<file path="src/rtl/core/cplm_pkg.sv">
// Package for the chunk pool list manager: sizes, opcodes, states and
// controller/datapath command and status types. No dependencies.
`default_nettype none
package cplm_pkg;
  localparam int POOL_DEPTH_DEF  = 16;
  localparam int NUM_LISTS_DEF   = 4;
  localparam int CHUNK_BYTES_DEF = 32768;

  localparam logic [2:0] OP_ALLOC    = 3'd0;
  localparam logic [2:0] OP_POP_FRONT = 3'd1;
  localparam logic [2:0] OP_POP_BACK = 3'd2;
  localparam logic [2:0] OP_PREPEND  = 3'd3;
  localparam logic [2:0] OP_TRANSFER = 3'd4;
  localparam logic [2:0] OP_CLEAR    = 3'd5;

  localparam logic CFG_CHUNK_COUNT = 1'b0;
  localparam logic CFG_BUFFER_BASE = 1'b1;

  typedef enum logic [3:0] {
    ST_IDLE,
    ST_DISPATCH,
    ST_ALLOC,
    ST_WALK,
    ST_EXEC,
    ST_WALK2,
    ST_EXEC2,
    ST_DONE
  } state_t;

  // controller -> datapath
  typedef struct packed {
    logic load;        // capture input item
    logic alloc_step;  // test one chunk for allocation
    logic walk_init;   // start a walk
    logic walk_step;   // one step along next links
    logic exec;        // perform link update (first phase)
    logic walk2_init;  // start second walk (destination tail)
    logic exec2;       // second phase update
    logic finish;      // result ready to be registered
  } cmd_t;

  // datapath -> controller
  typedef struct packed {
    logic [2:0] op;
    logic       sel_ok;     // list selector(s) valid for this op
    logic       alloc_done; // allocation found or exhausted
    logic       walk_done;  // walk reached tail or bound
    logic       need_walk;  // op needs first walk
    logic       need_walk2; // transfer needs destination walk
    logic       clear_more; // clear must pop again
  } sts_t;
endpackage
`default_nettype wire

</file>
<file path="src/rtl/core/cplm_ctrl.sv">
// Controller state machine for the chunk pool list manager.
// Depends on cplm_pkg.
`default_nettype none
module cplm_ctrl
  import cplm_pkg::*;
(
  input  wire  clk,
  input  wire  rst_n,
  input  wire  start,
  input  wire  out_free,
  input  sts_t sts,
  output cmd_t cmd,
  output logic busy
);
  state_t state_r, state_nxt;

  // state register
  always_ff @(posedge clk) begin
    if (!rst_n) state_r <= ST_IDLE;
    else        state_r <= state_nxt;
  end

  // next state
  always_comb begin
    state_nxt = state_r;
    case (state_r)
      ST_IDLE:     if (start) state_nxt = ST_DISPATCH;
      ST_DISPATCH: begin
        if (sts.op == OP_ALLOC)        state_nxt = ST_ALLOC;
        else if (!sts.sel_ok)          state_nxt = ST_DONE;
        else if (sts.need_walk)        state_nxt = ST_WALK;
        else                           state_nxt = ST_EXEC;
      end
      ST_ALLOC:    if (sts.alloc_done) state_nxt = ST_DONE;
      ST_WALK:     if (sts.walk_done) state_nxt = ST_EXEC;
      ST_EXEC: begin
        if (sts.need_walk2)      state_nxt = ST_WALK2;
        else if (sts.clear_more) state_nxt = ST_EXEC;
        else                     state_nxt = ST_DONE;
      end
      ST_WALK2:    if (sts.walk_done) state_nxt = ST_EXEC2;
      ST_EXEC2:    state_nxt = ST_DONE;
      ST_DONE:     if (out_free) state_nxt = ST_IDLE;
      default:     state_nxt = ST_IDLE;
    endcase
  end

  // outputs
  always_comb begin
    cmd  = '0;
    busy = (state_r != ST_IDLE);
    case (state_r)
      ST_IDLE:     cmd.load = start;
      ST_DISPATCH: cmd.walk_init = 1'b1;
      ST_ALLOC:    cmd.alloc_step = 1'b1;
      ST_WALK:     cmd.walk_step = 1'b1;
      ST_EXEC: begin
        cmd.exec       = 1'b1;
        cmd.walk2_init = sts.need_walk2;
      end
      ST_WALK2:    cmd.walk_step = 1'b1;
      ST_EXEC2:    cmd.exec2 = 1'b1;
      ST_DONE:     cmd.finish = out_free;
      default:     cmd = '0;
    endcase
  end

  // a finish only follows a busy phase
  a_finish_busy: assert property (@(posedge clk) disable iff (!rst_n)
    cmd.finish |-> busy) else $error("finish while idle");
  // a load from idle is followed by dispatch
  a_load_idle: assert property (@(posedge clk) disable iff (!rst_n)
    cmd.load |=> (state_r == ST_DISPATCH)) else $error("load not followed by dispatch");
  // second walk only after exec
  a_walk2: assert property (@(posedge clk) disable iff (!rst_n)
    (state_r == ST_WALK2) |-> ($past(state_r) == ST_EXEC || $past(state_r) == ST_WALK2))
    else $error("walk2 out of sequence");
endmodule
`default_nettype wire

</file>
<file path="src/rtl/core/cplm_dp.sv">
// Datapath for the chunk pool list manager: link tables, marks, heads,
// rotor, walker and result register. Depends on cplm_pkg.
`default_nettype none
module cplm_dp
  import cplm_pkg::*;
#(
  parameter int POOL_DEPTH  = POOL_DEPTH_DEF,
  parameter int NUM_LISTS   = NUM_LISTS_DEF,
  parameter int CHUNK_BYTES = CHUNK_BYTES_DEF
)(
  input  wire         clk,
  input  wire         rst_n,
  input  cmd_t        cmd,
  output sts_t        sts,
  input  wire  [2:0]  op_in,
  input  wire  [1:0]  list_in,
  input  wire  [1:0]  dest_in,
  input  wire  [3:0]  chunk_in,
  input  wire         cfg_we,
  input  wire         cfg_idx,
  input  wire  [31:0] cfg_data,
  output logic        res_found,
  output logic [3:0]  res_chunk,
  output logic [31:0] res_addr
);
  localparam int IW = (POOL_DEPTH > 1) ? $clog2(POOL_DEPTH) : 1;
  localparam int LW = $clog2(POOL_DEPTH + 1);
  localparam int HW = (NUM_LISTS > 1) ? $clog2(NUM_LISTS) : 1;
  localparam int SW = $clog2(POOL_DEPTH + 1);
  localparam logic [LW-1:0] NIL = LW'(POOL_DEPTH);
  localparam logic [31:0] CB = 32'(CHUNK_BYTES);

  logic [POOL_DEPTH-1:0] used_r, used_nxt;
  logic [LW-1:0] nxt_r [POOL_DEPTH];
  logic [LW-1:0] nxt_nxt [POOL_DEPTH];
  logic [LW-1:0] prv_r [POOL_DEPTH];
  logic [LW-1:0] prv_nxt [POOL_DEPTH];
  logic [LW-1:0] head_r [NUM_LISTS];
  logic [LW-1:0] head_nxt [NUM_LISTS];
  logic [IW-1:0] rotor_r, rotor_nxt;
  logic [4:0]    count_r;
  logic [31:0]   base_r;
  logic [2:0]    op_r;
  logic [1:0]    ls_r, dl_r;
  logic [3:0]    ci_r;
  logic [IW-1:0] cur_r, cur_nxt;
  logic [SW-1:0] steps_r, steps_nxt;
  logic [LW-1:0] wpos_r, wpos_nxt;   // walker position
  logic [LW-1:0] tail_r, tail_nxt;   // source tail latched before walk2
  logic          found_r, found_nxt;
  logic [3:0]    chunk_r, chunk_nxt;
  logic [31:0]   addr_r, addr_nxt;
  logic [SW-1:0] neff;

  function automatic logic vld(input logic [LW-1:0] c);
    return c < NIL;
  endfunction

  // effective chunk count
  always_comb begin
    if (count_r == 5'd0) neff = SW'(1);
    else if (32'(count_r) > 32'(POOL_DEPTH)) neff = SW'(POOL_DEPTH);
    else neff = SW'(count_r);
  end

  wire [HW-1:0] lsi = HW'(ls_r);
  wire [HW-1:0] dli = HW'(dl_r);
  wire          ls_ok = 32'(ls_r) < 32'(NUM_LISTS);
  wire          dl_ok = 32'(dl_r) < 32'(NUM_LISTS);
  wire [LW-1:0] hs = head_r[lsi];
  wire [LW-1:0] hd = head_r[dli];
  wire [LW-1:0] ci_l = LW'(ci_r);
  wire          ci_ok = 32'(ci_r) < 32'(POOL_DEPTH);
  wire [LW-1:0] wnext = nxt_r[wpos_r[IW-1:0]];
  wire          wend = !vld(wnext) || (steps_r == SW'(POOL_DEPTH));

  // status to controller
  always_comb begin
    sts.op = op_r;
    sts.sel_ok = (op_r <= OP_CLEAR) && ls_ok &&
                 ((op_r != OP_TRANSFER) || dl_ok) &&
                 ((op_r != OP_PREPEND) || ci_ok) &&
                 (((op_r != OP_POP_FRONT) && (op_r != OP_CLEAR) && (op_r != OP_PREPEND))
                  ? vld(hs) : 1'b1) &&
                 ((op_r != OP_CLEAR) || vld(hs));
    sts.need_walk = (op_r == OP_POP_BACK) || (op_r == OP_TRANSFER) ||
                    ((op_r == OP_PREPEND) && vld(hs) && vld(nxt_r[ci_r[IW-1:0]]));
    sts.walk_done = wend;
    sts.alloc_done = !used_r[cur_r] || (steps_r + SW'(1) >= neff);
    // destination still holds a chain once the source tail has been cut off
    sts.need_walk2 = (op_r == OP_TRANSFER) && vld(hd) &&
                     !((hs == wpos_r) && (lsi == dli));
    sts.clear_more = (op_r == OP_CLEAR) && vld(nxt_r[hs[IW-1:0]]) &&
                     (steps_r + SW'(1) < SW'(POOL_DEPTH));
  end

  // next values for the state registers
  always_comb begin
    logic [IW-1:0] c, p, n;
    logic [IW-1:0] cn;
    used_nxt = used_r;
    nxt_nxt = nxt_r;
    prv_nxt = prv_r;
    head_nxt = head_r;
    rotor_nxt = rotor_r;
    cur_nxt = cur_r;
    steps_nxt = steps_r;
    wpos_nxt = wpos_r;
    tail_nxt = tail_r;
    found_nxt = found_r;
    chunk_nxt = chunk_r;
    addr_nxt = addr_r;
    c = '0; p = '0; n = '0;
    cn = (32'(cur_r) + 1 >= 32'(neff)) ? '0 : IW'(32'(cur_r) + 1);
    if (cmd.load) begin
      found_nxt = 1'b1;
      chunk_nxt = '0;
      addr_nxt = '0;
    end
    if (cmd.walk_init) begin
      steps_nxt = '0;
      cur_nxt = (32'(rotor_r) >= 32'(neff)) ? '0 : rotor_r;
      if (op_r == OP_PREPEND) wpos_nxt = nxt_r[ci_r[IW-1:0]];
      else                    wpos_nxt = hs;
      if (op_r == OP_ALLOC) found_nxt = 1'b0;
    end
    if (cmd.alloc_step) begin
      if (!used_r[cur_r]) begin
        used_nxt[cur_r] = 1'b1;
        nxt_nxt[cur_r] = NIL;
        prv_nxt[cur_r] = NIL;
        found_nxt = 1'b1;
        chunk_nxt = 4'(cur_r);
        addr_nxt = base_r + 32'(cur_r) * CB;
        rotor_nxt = cn;
      end
      cur_nxt = cn;
      steps_nxt = steps_r + SW'(1);
    end
    if (cmd.walk_step && !wend) begin
      wpos_nxt = wnext;
      steps_nxt = steps_r + SW'(1);
    end
    if (cmd.exec) begin
      case (op_r)
        OP_POP_FRONT, OP_CLEAR: begin
          if (vld(hs)) begin
            c = hs[IW-1:0];
            if (vld(prv_r[c])) nxt_nxt[prv_r[c][IW-1:0]] = nxt_r[c];
            if (vld(nxt_r[c])) prv_nxt[nxt_r[c][IW-1:0]] = prv_r[c];
            used_nxt[c] = 1'b0;
            head_nxt[lsi] = nxt_r[c];
            steps_nxt = steps_r + SW'(1);
          end
        end
        OP_POP_BACK: begin
          c = wpos_r[IW-1:0];
          if (vld(prv_r[c])) nxt_nxt[prv_r[c][IW-1:0]] = NIL;
          if (hs == wpos_r) head_nxt[lsi] = NIL;
          used_nxt[c] = 1'b0;
        end
        OP_PREPEND: begin
          c = ci_r[IW-1:0];
          if (vld(hs)) begin
            if (vld(nxt_r[c])) begin
              nxt_nxt[wpos_r[IW-1:0]] = hs;
              prv_nxt[hs[IW-1:0]] = wpos_r;
            end else begin
              nxt_nxt[c] = hs;
              prv_nxt[hs[IW-1:0]] = ci_l;
            end
          end
          head_nxt[lsi] = ci_l;
        end
        OP_TRANSFER: begin
          c = wpos_r[IW-1:0];
          if (vld(prv_r[c])) nxt_nxt[prv_r[c][IW-1:0]] = NIL;
          prv_nxt[c] = NIL;
          nxt_nxt[c] = NIL;
          tail_nxt = wpos_r;
          if (hs == wpos_r) head_nxt[lsi] = NIL;
          if (!((hs != wpos_r || lsi != dli) && vld(hd)) ||
              (hs == wpos_r && lsi == dli)) begin
            head_nxt[dli] = wpos_r;
          end
        end
        default: c = '0;
      endcase
    end
    if (cmd.walk2_init) begin
      steps_nxt = '0;
      wpos_nxt = hd;
    end
    if (cmd.exec2) begin
      n = wpos_r[IW-1:0];
      p = tail_r[IW-1:0];
      nxt_nxt[n] = tail_r;
      prv_nxt[p] = wpos_r;
    end
  end

  always_ff @(posedge clk) begin
    if (!rst_n) begin
      used_r <= '0;
      for (int i = 0; i < POOL_DEPTH; i++) begin
        nxt_r[i] <= NIL;
        prv_r[i] <= NIL;
      end
      for (int j = 0; j < NUM_LISTS; j++) head_r[j] <= NIL;
      rotor_r <= '0;
      count_r <= 5'd16;
      base_r  <= '0;
    end else begin
      used_r <= used_nxt;
      nxt_r  <= nxt_nxt;
      prv_r  <= prv_nxt;
      head_r <= head_nxt;
      rotor_r <= rotor_nxt;
      if (cfg_we && cfg_idx == CFG_CHUNK_COUNT) count_r <= cfg_data[4:0];
      if (cfg_we && cfg_idx == CFG_BUFFER_BASE) base_r <= cfg_data;
    end
  end

  // payload registers
  always_ff @(posedge clk) begin
    if (cmd.load) begin
      op_r <= op_in;
      ls_r <= list_in;
      dl_r <= dest_in;
      ci_r <= chunk_in;
    end
    cur_r   <= cur_nxt;
    steps_r <= steps_nxt;
    wpos_r  <= wpos_nxt;
    tail_r  <= tail_nxt;
    found_r <= found_nxt;
    chunk_r <= chunk_nxt;
    addr_r  <= addr_nxt;
  end

  assign res_found = found_r;
  assign res_chunk = chunk_r;
  assign res_addr  = addr_r;

  // rotor always stays inside the pool
  a_rotor: assert property (@(posedge clk) disable iff (!rst_n)
    32'(rotor_r) < 32'(POOL_DEPTH)) else $error("rotor out of range");
  // a successful allocation marks the chunk used
  a_alloc_mark: assert property (@(posedge clk) disable iff (!rst_n)
    (cmd.alloc_step && !used_r[cur_r]) |=> used_r[$past(cur_r)])
    else $error("allocated chunk not marked");
  // walker bounded by pool depth
  a_steps: assert property (@(posedge clk) disable iff (!rst_n)
    cmd.walk_step |-> (32'(steps_r) <= 32'(POOL_DEPTH))) else $error("walk overran");
endmodule
`default_nettype wire

</file>
<file path="src/rtl/core/chunk_pool_list_manager.sv">
// Top level of the chunk pool list manager: stream ports, output register.
// Depends on cplm_pkg, cplm_ctrl and cplm_dp.
//
// One transaction at a time. Allocate tests one chunk per cycle by the next-fit
// scan, up to chunk_count chunks; pop back, transfer and prepend onto a chain
// walk the next links one chunk per cycle, transfer walking both the source and
// the destination list; clear pops one chunk per cycle.
// The result is held in an output register; the next item is taken once the
// result has been written to it, while it may still wait to be handed on.
`default_nettype none
module chunk_pool_list_manager
  import cplm_pkg::*;
#(
  parameter int POOL_DEPTH  = POOL_DEPTH_DEF,
  parameter int NUM_LISTS   = NUM_LISTS_DEF,
  parameter int CHUNK_BYTES = CHUNK_BYTES_DEF
)(
  input  wire         clk,
  input  wire         rst_n,
  input  wire         in_tvalid,
  output logic        in_tready,
  input  wire  [15:0] in_tdata,   // opcode[2:0], list_sel[4:3], dest_list[6:5], chunk_in[10:7]
  output logic        out_tvalid,
  input  wire         out_tready,
  output logic [39:0] out_tdata,  // found[0], chunk_out[4:1], buffer_address[36:5]
  input  wire         cfg_valid,
  output logic        cfg_ready,
  input  wire  [0:0]  cfg_index,
  input  wire  [31:0] cfg_data
);
  cmd_t cmd;
  sts_t sts;
  logic busy;
  logic ov_r;
  logic res_found;
  logic [3:0] res_chunk;
  logic [31:0] res_addr;
  logic [39:0] od_r;

  assign in_tready = !busy;
  assign cfg_ready = 1'b1;

  cplm_ctrl u_ctrl (
    .clk(clk), .rst_n(rst_n), .start(in_tvalid), .out_free(!ov_r || out_tready),
    .sts(sts), .cmd(cmd), .busy(busy)
  );

  cplm_dp #(.POOL_DEPTH(POOL_DEPTH), .NUM_LISTS(NUM_LISTS), .CHUNK_BYTES(CHUNK_BYTES)) u_dp (
    .clk(clk), .rst_n(rst_n), .cmd(cmd), .sts(sts),
    .op_in(in_tdata[2:0]), .list_in(in_tdata[4:3]), .dest_in(in_tdata[6:5]),
    .chunk_in(in_tdata[10:7]),
    .cfg_we(cfg_valid), .cfg_idx(cfg_index[0]), .cfg_data(cfg_data),
    .res_found(res_found), .res_chunk(res_chunk), .res_addr(res_addr)
  );

  // output register
  always_ff @(posedge clk) begin
    if (!rst_n) ov_r <= 1'b0;
    else if (cmd.finish) ov_r <= 1'b1;
    else if (out_tready) ov_r <= 1'b0;
  end
  always_ff @(posedge clk) begin
    if (cmd.finish) od_r <= {3'b000, res_addr, res_chunk, res_found};
  end
  assign out_tvalid = ov_r;
  assign out_tdata  = od_r;

  // result held while stalled
  a_hold: assert property (@(posedge clk) disable iff (!rst_n)
    (ov_r && !out_tready) |=> ov_r) else $error("result dropped");
endmodule
`default_nettype wire

</file>
<file path="config.mk">
export PLATFORM = sky130hd
export DESIGN_NAME = chunk_pool_list_manager
export DESIGN_NICKNAME = d
export VERILOG_FILES = /design/src/rtl/core/cplm_pkg.sv /design/src/rtl/core/cplm_ctrl.sv /design/src/rtl/core/cplm_dp.sv /design/src/rtl/core/chunk_pool_list_manager.sv
export SDC_FILE = /design/constraint.sdc
export NUM_CORES = 2
export LEC_CHECK = 0
export BUFFER_PORTS_ARGS = -buffer_cell sky130_fd_sc_hd__buf_4
export CAP_MARGIN = 20
export CORE_ASPECT_RATIO = 0.8
export CORE_MARGIN = 1.5
export CORE_UTILIZATION = 35
export CTS_BUF_LIST = sky130_fd_sc_hd__clkbuf_2
export DETAILED_ROUTE_END_ITERATION = 8
export PLACE_DENSITY_LB_ADDON = 0.08
export SETUP_SLACK_MARGIN = 0.5
export SYNTH_ARGS = -nofsm -noshare
export SYNTH_HDL_FRONTEND = slang
export SYNTH_SLANG_ARGS = --single-unit
</file>
<file path="constraint.sdc">
create_clock -name clk -period 4 [get_ports clk]
set_input_delay 0.8 -clock clk [delete_from_list [all_inputs] [get_ports clk]]
set_output_delay 0.8 -clock clk [all_outputs]
set_load 0.05 [all_outputs]
</file>
-- Yosys cells after proc, flatten, opt, wreduce, memory -nomap -nowiden
Index checks and enable logic that the tools add are counted.
Widths: inputs -> output; s select.
- memories: 0
- flip-flop bits (word level): 346
- ROM bits: 0
- bits in latches: 0
- logic and storage cells: 352
- output and inout bits: 43
- bits of input ports: 54
- memory bits (writable): 0
- muxes and demuxes: 140
- equality and inequality tests: 26
- bitwise operators: 33
- reduce and logical (&&, ||, !) cells: 57
- div/mod/pow operators: 0
- magnitude comparators: 39
- shift-type cells: 0
- add/subtract/negate cells: 3
- multiply operators: 0
- operator list (operator ; number):
    $mux 80 ; 19
    $bwmux 80 ; 8
    $and 64x64->64 ; 5
    $pmux 80 s4 ; 1
    $pmux 80 s3 ; 1
    $not 64->64 ; 3
    $mux 5 ; 36
    $demux 5 s4 ; 8
    $bmux 5 s4 ; 5
    $mux 20 ; 5
    $mux 32 ; 3
    $or 16x16->16 ; 6
    $pmux 20 s4 ; 1
    $mux 16 ; 4
    $bwmux 20 ; 3
    $mux 4 ; 15
    $and 16x16->16 ; 3
    $not 16->16 ; 3
    $ge 5x5->1 const B ; 8
    $lt 5x1->1 const B ; 8
    $lt 5x5->1 const B ; 8
    $not 4->5 ; 8
    $add 32x19->32 ; 1
    $ge 32x5->1 ; 1
    51 further kinds ; 135

-- Logic depth before layout (Yosys ltp)
- depth in word-level cells: 20
- depth in mapped cells: 16
- gate-level depth less buffers: 13

-- Hierarchy
Synthesis repeated with hierarchy kept, for this count alone.
- cells, all modules: 3014
- area total of the unflattened synthesis: 25009.0 um^2
- by module, submodules not included (module ; sequential area each (um^2) ; cells an instance ; area an instance (um^2) ; times used):
    cplm_dp ; 6336.1 ; 2919 ; 23421.2 ; 1
    chunk_pool_list_manager ; 1131.1 ; 48 ; 1201.2 ; 1
    cplm_ctrl ; 60.1 ; 47 ; 386.6 ; 1

-- Least setup slack after synthesis
Ideal clock, no wire load.
- path kind: reg-to-reg
- start: reg u_dp.ls_r[0]
- end: reg u_dp.wpos_r[0], enable pin
- data required time: 3687 ps
- data arrival time: 3312 ps
- setup slack: 374 ps
- cell stages (with the launch flop): 14
- path buffers: 6
- setup time: 313 ps
- period minus slack after synthesis: 3626 ps
- path through: edfxtp_1 -> buf_6 -> mux4_2 -> buf_6 -> buf_4 -> buf_6 -> buf_6 -> xnor2_1 -> nand2_1 -> o31ai_1 -> a2111oi_0 -> clkbuf_1 -> nor2_1 -> nand2_1
- cells in the longest elaborated chain, start to end: 10
- elaborated cells between the ends (all ways): 11
- classes of those cells: eq/ne (2); mux (4); bitwise (1); reduce/logical (4)
- RTL lines (what ; RTL line ; text):
    from (decl) ; cplm_dp.sv:44 ; logic [1:0] ls_r, dl_r;
    from (signal assigned) ; cplm_dp.sv:228 ; ls_r <= list_in;
    $not 2->3 (not written as such) ; cplm_dp.sv:70 ; wire [LW-1:0] hs = head_r[lsi];
    $bmux 5 s2 ; cplm_dp.sv:70 ;
    $mux 5 (not written as such) (2 in a row) ; cplm_dp.sv:70 ;
    $eq 5x5->1 ; cplm_dp.sv:92 ; !((hs == wpos_r) && (lsi == dli));
    $logic_and 1x1->1 (*) ; cplm_dp.sv:92 ;
    $logic_not 1->1 (*) ; cplm_dp.sv:92 ;
    $logic_and 1x1->1 (*) ; cplm_dp.sv:91 ; sts.need_walk2 = (op_r == OP_TRANSFER) && vld(hd) &&
    $mux 2 (*) ; cplm_ctrl.sv:52 ; case (state_r)
    $reduce_bool 3->1 (no line) (*) ; n/a ;
    to (signal assigned) ; cplm_dp.sv:234 ; wpos_r <= wpos_nxt;
    to (decl) ; cplm_dp.sv:48 ; logic [LW-1:0] wpos_r, wpos_nxt;
Mark *: on every way between the ends. The rest lies on a longest branch, timed or not. The select of a mux whose other input is x is not followed.
A chain may end at the register's enable or synchronous reset.

==> flow_summary.json <==
{
  "status": "finished clean",
  "synth_compound_area_share_pct": 28.9,
  "routed_via_density": 6.62,
  "cts-root-buf": "clkbuf_2",
  "synth.area.top_cells": "dfxtp_1 (23%), mux4_2 (7.6%), edfxtp_1 (7.6%)",
  "synth_top_family_by_area": "compound AO/OA/AOI/OAI gates",
  "grt_start_max_net_pins": 143,
  "vias": 29641,
  "synth_cell_type_count": 93,
  "clk_pin_slew_worst_paths_ns": 0.11,
  "yosys.area.top_type": "dfxtp_1",
  "ir_drop_mv": 0.323,
  "dr.pass1.iters": 6,
  "cts_buffers": 98,
  "skew_ns": 0.163,
  "async_flop_share_pct": 0,
  "yosys-top-cells-count": "nand2_1 (341), o21ai_0 (308), dfxtp_1 (283), nor2_1 (276), clkbuf_1 (209)",
  "avgSynthCellArea_um2": 8.07,
  "synth_flop_cell": "dfxtp_1",
  "critPathRequiredTime_ns": 5.13,
  "dieArea_um2": 71800,
  "synth_edf_count": 62,
  "cp_num_cells": 12,
  "htree_levels": 3,
  "critPathArrivalTime_ns": 5.10,
  "setup_viol": 0,
  "gp_congestion": 1.01,
  "dr_wl_met2_um": 57000,
  "antenna_found_initial": 7,
  "top_layer": "met4",
  "met3WireLength_um": 19500,
  "wl_um": 142000,
  "crit_family": "simple AND/OR/NAND/NOR gates",
  "yosysMostFrequentCell": "nand2_1",
  "initial_core_util_pct": 35.5,
  "synthAdderAreaFrac_pct": 1.34,
  "rsz0062_at_grt": "true",
  "die_y_um": 240,
  "postPlaceCellArea_um2": 28500,
  "post_drt_wl_per_cell_um": 31.7,
  "drtIter0Drc": 3697,
  "slew_viol_final": 0,
  "cts_sinks": 345,
  "max_freq_mhz": 252,
  "hold_class": "in -> reg",
  "ios": 97,
  "finalInstanceArea_um2": 32500,
  "met1_length_um": 60900,
  "max_stage_delay_ns": 0.70,
  "final_cells": 4478,
  "drive_gt1_share_pct": 30.1,
  "cts_max_path_buffers": 3,
  "port_buffers": 87,
  "cp_slowest_cell": "mux4_4",
  "grt_pass1_wl_um": 198000,
  "critPathCaptureType": "flop",
  "path_common_cell": "buf_4",
  "yosysWarnings": 0,
  "yosys.area_share.simple_pct": 19.9,
  "die_w_um": 299,
  "total_power_mw": 14.8,
  "clk-insertion-delay-late_ns": 1.27,
  "ff2ff_path_depth": 12,
  "grt_usage_pct": 38.1,
  "finalCoreUtilization_pct": 47.0,
  "min_period_ns": 3.97,
  "synth_top_area_share_pct": 23.1,
  "row_count": 86,
  "hold_viol_final": 0,
  "muxShareOfSynthArea_pct": 13.1,
  "syn_inst": 3043,
  "fin_crit_sh_pct": 99.3,
  "core-area_um2": 69200,
  "leakage_nw": 11.6,
  "hold_depth": 3,
  "area_delta_synth_final_pct": 32.4,
  "ys_seq_elements": 345,
  "start_kind": "flop",
  "finish.net_count": 3540,
  "whs_ns": 0.148,
  "drc": 0,
  "worstMarginPinSlew_ns": 1.16,
  "maxSlewHeadroom_pct": 22.2,
  "yosysSeqAreaShare_pct": 30.6,
  "synth_xor_xnor_area_share_pct": 0.998,
  "power_density_nw_per_um2": 455,
  "crit_buf_inv": 5,
  "path_max_fanout": 12,
  "path_class": "reg -> reg",
  "dp.cells": 4160,
  "syn_area_um2": 24600,
  "dp_hpwl_um": 104000,
  "drtAntennaViolNets": 0,
  "crit_chain": "mux4_4 -> buf_12 -> buf_8 -> mux2i_2 -> o22ai_2 -> buf_4 -> or4b_4 -> a2111oi_4 -> buf_4 -> buf_4 -> a2111oi_2 -> or3_1",
  "drv_cap": 0,
  "grt_remaining_overflow": 0,
  "grt_pass1_vias": 27295,
  "cts_tree": "built"
}
==> cell families (layout without fill, tap and decap cells) <==
logic type	after synthesis	in the layout
AO/OA/AOI/OAI	1066	1066
AND/OR/NAND/NOR	1058	1059
flip-flops	345	345
buffers and inverters	302	799
multiplexers	216	217
XOR/XNOR	28	28
adder cells (fa/ha/maj)	26	26
other	2	14
==> metrics by stage <==
step / setup slack [ns] / TNS, ns
floorplan: 0.468 / 0
global placement: -0.100 / -0.570
detailed placement: -0.104 / -0.565
CTS: -0.00965 / -0.00965
global route: -0.0359 / -0.0866
finish: 0.0262 / 0
==> where the power goes <==
group / internal [mW] / leakage (nW) / switching, mW
clock: 0.991 / 0.690 / 1.83
combinational: 2.62 / 8.00 / 4.89
sequential: 3.93 / 2.87 / 0.530
==> sequential cells by signal, indices dropped and copies added (netlist names), 4 cells and up, named ones only <==
signal          flops
u_dp.used_r        16
u_dp.wpos_r         5
u_dp.res_addr      32
out_tdata          37
u_dp.steps_r        5
u_dp.ci_r           4
u_dp.prv_r         80
u_dp.res_chunk      4
u_dp.cur_r          4
u_dp.nxt_r         80
u_dp.rotor_r        4
u_dp.tail_r         5
u_dp.base_r        32
u_dp.count_r        5
==> layer usage <==
metal	vias to the layer above	GRT usage, %
li1	12630	-
met1	14611	53.8
met2	2118	52.9
met5	-	0
met3	282	14.3
met4	0	11.8
==> layout make-up <==
| type | instances | area (µm²) |
|---|---|---|
| Clock buffer | 141 | 706 |
| Tap cell | 924 | 1160 |
| Antenna cell | 10 | 25.0 |
| Sequential cell | 345 | 7530 |
| Clock inverter | 42 | 200 |
| Fill cell | 6925 | 36700 |
| Inverter | 33 | 124 |
| Multi-Input combinational cell | 2400 | 17500 |
| Timing Repair Buffer | 583 | 5270 |
==> tightest hold or removal path: stages <==
cell,delay (ns)
buf_4,0.14
buf_12,0.22
nand3_1,0.16
==> cell usage in the layout (no fill, tap or decap), drive strengths merged, types with 24 or more instances in the layout <==
cell type      n
buf          532
nand2        341
o21ai        314
dfxtp        283
nor2         278
a21oi        200
nand3        173
clkbuf       144
mux2i        121
o22ai        100
mux4          84
a221oi        66
edfxtp        62
nor3          61
a31oi         60
dlygate4sd3   48
and3          38
inv           38
clkinv        36
a221o         31
nand2b        30
a222oi        29
o2111ai       29
and2          29
a211oi        26
o211ai        25
a22oi         25
nor2b         25
ha            24
==> final timing paths <==
path                                        start              to  slack (ns)
worst max register to register               flop  u_dp.nxt_r[24]        0.03
worst min register to register  u_dp.res_addr[31]   out_tdata[36]        0.34
worst min-delay path                        rst_n  u_dp.prv_r[44]        0.15
worst max-delay path                         flop  u_dp.nxt_r[24]        0.03
==> what timing repair did <==
action                     CTS  global route
hold buffers                48             0
resized for setup          225           172
gates cloned                 5             3
pin swaps                   93            99
setup endpoints to repair  175           181
hold endpoints to repair    49             0
setup buffers               44            25
No activity file was read; power rests on OpenSTA's default activity.
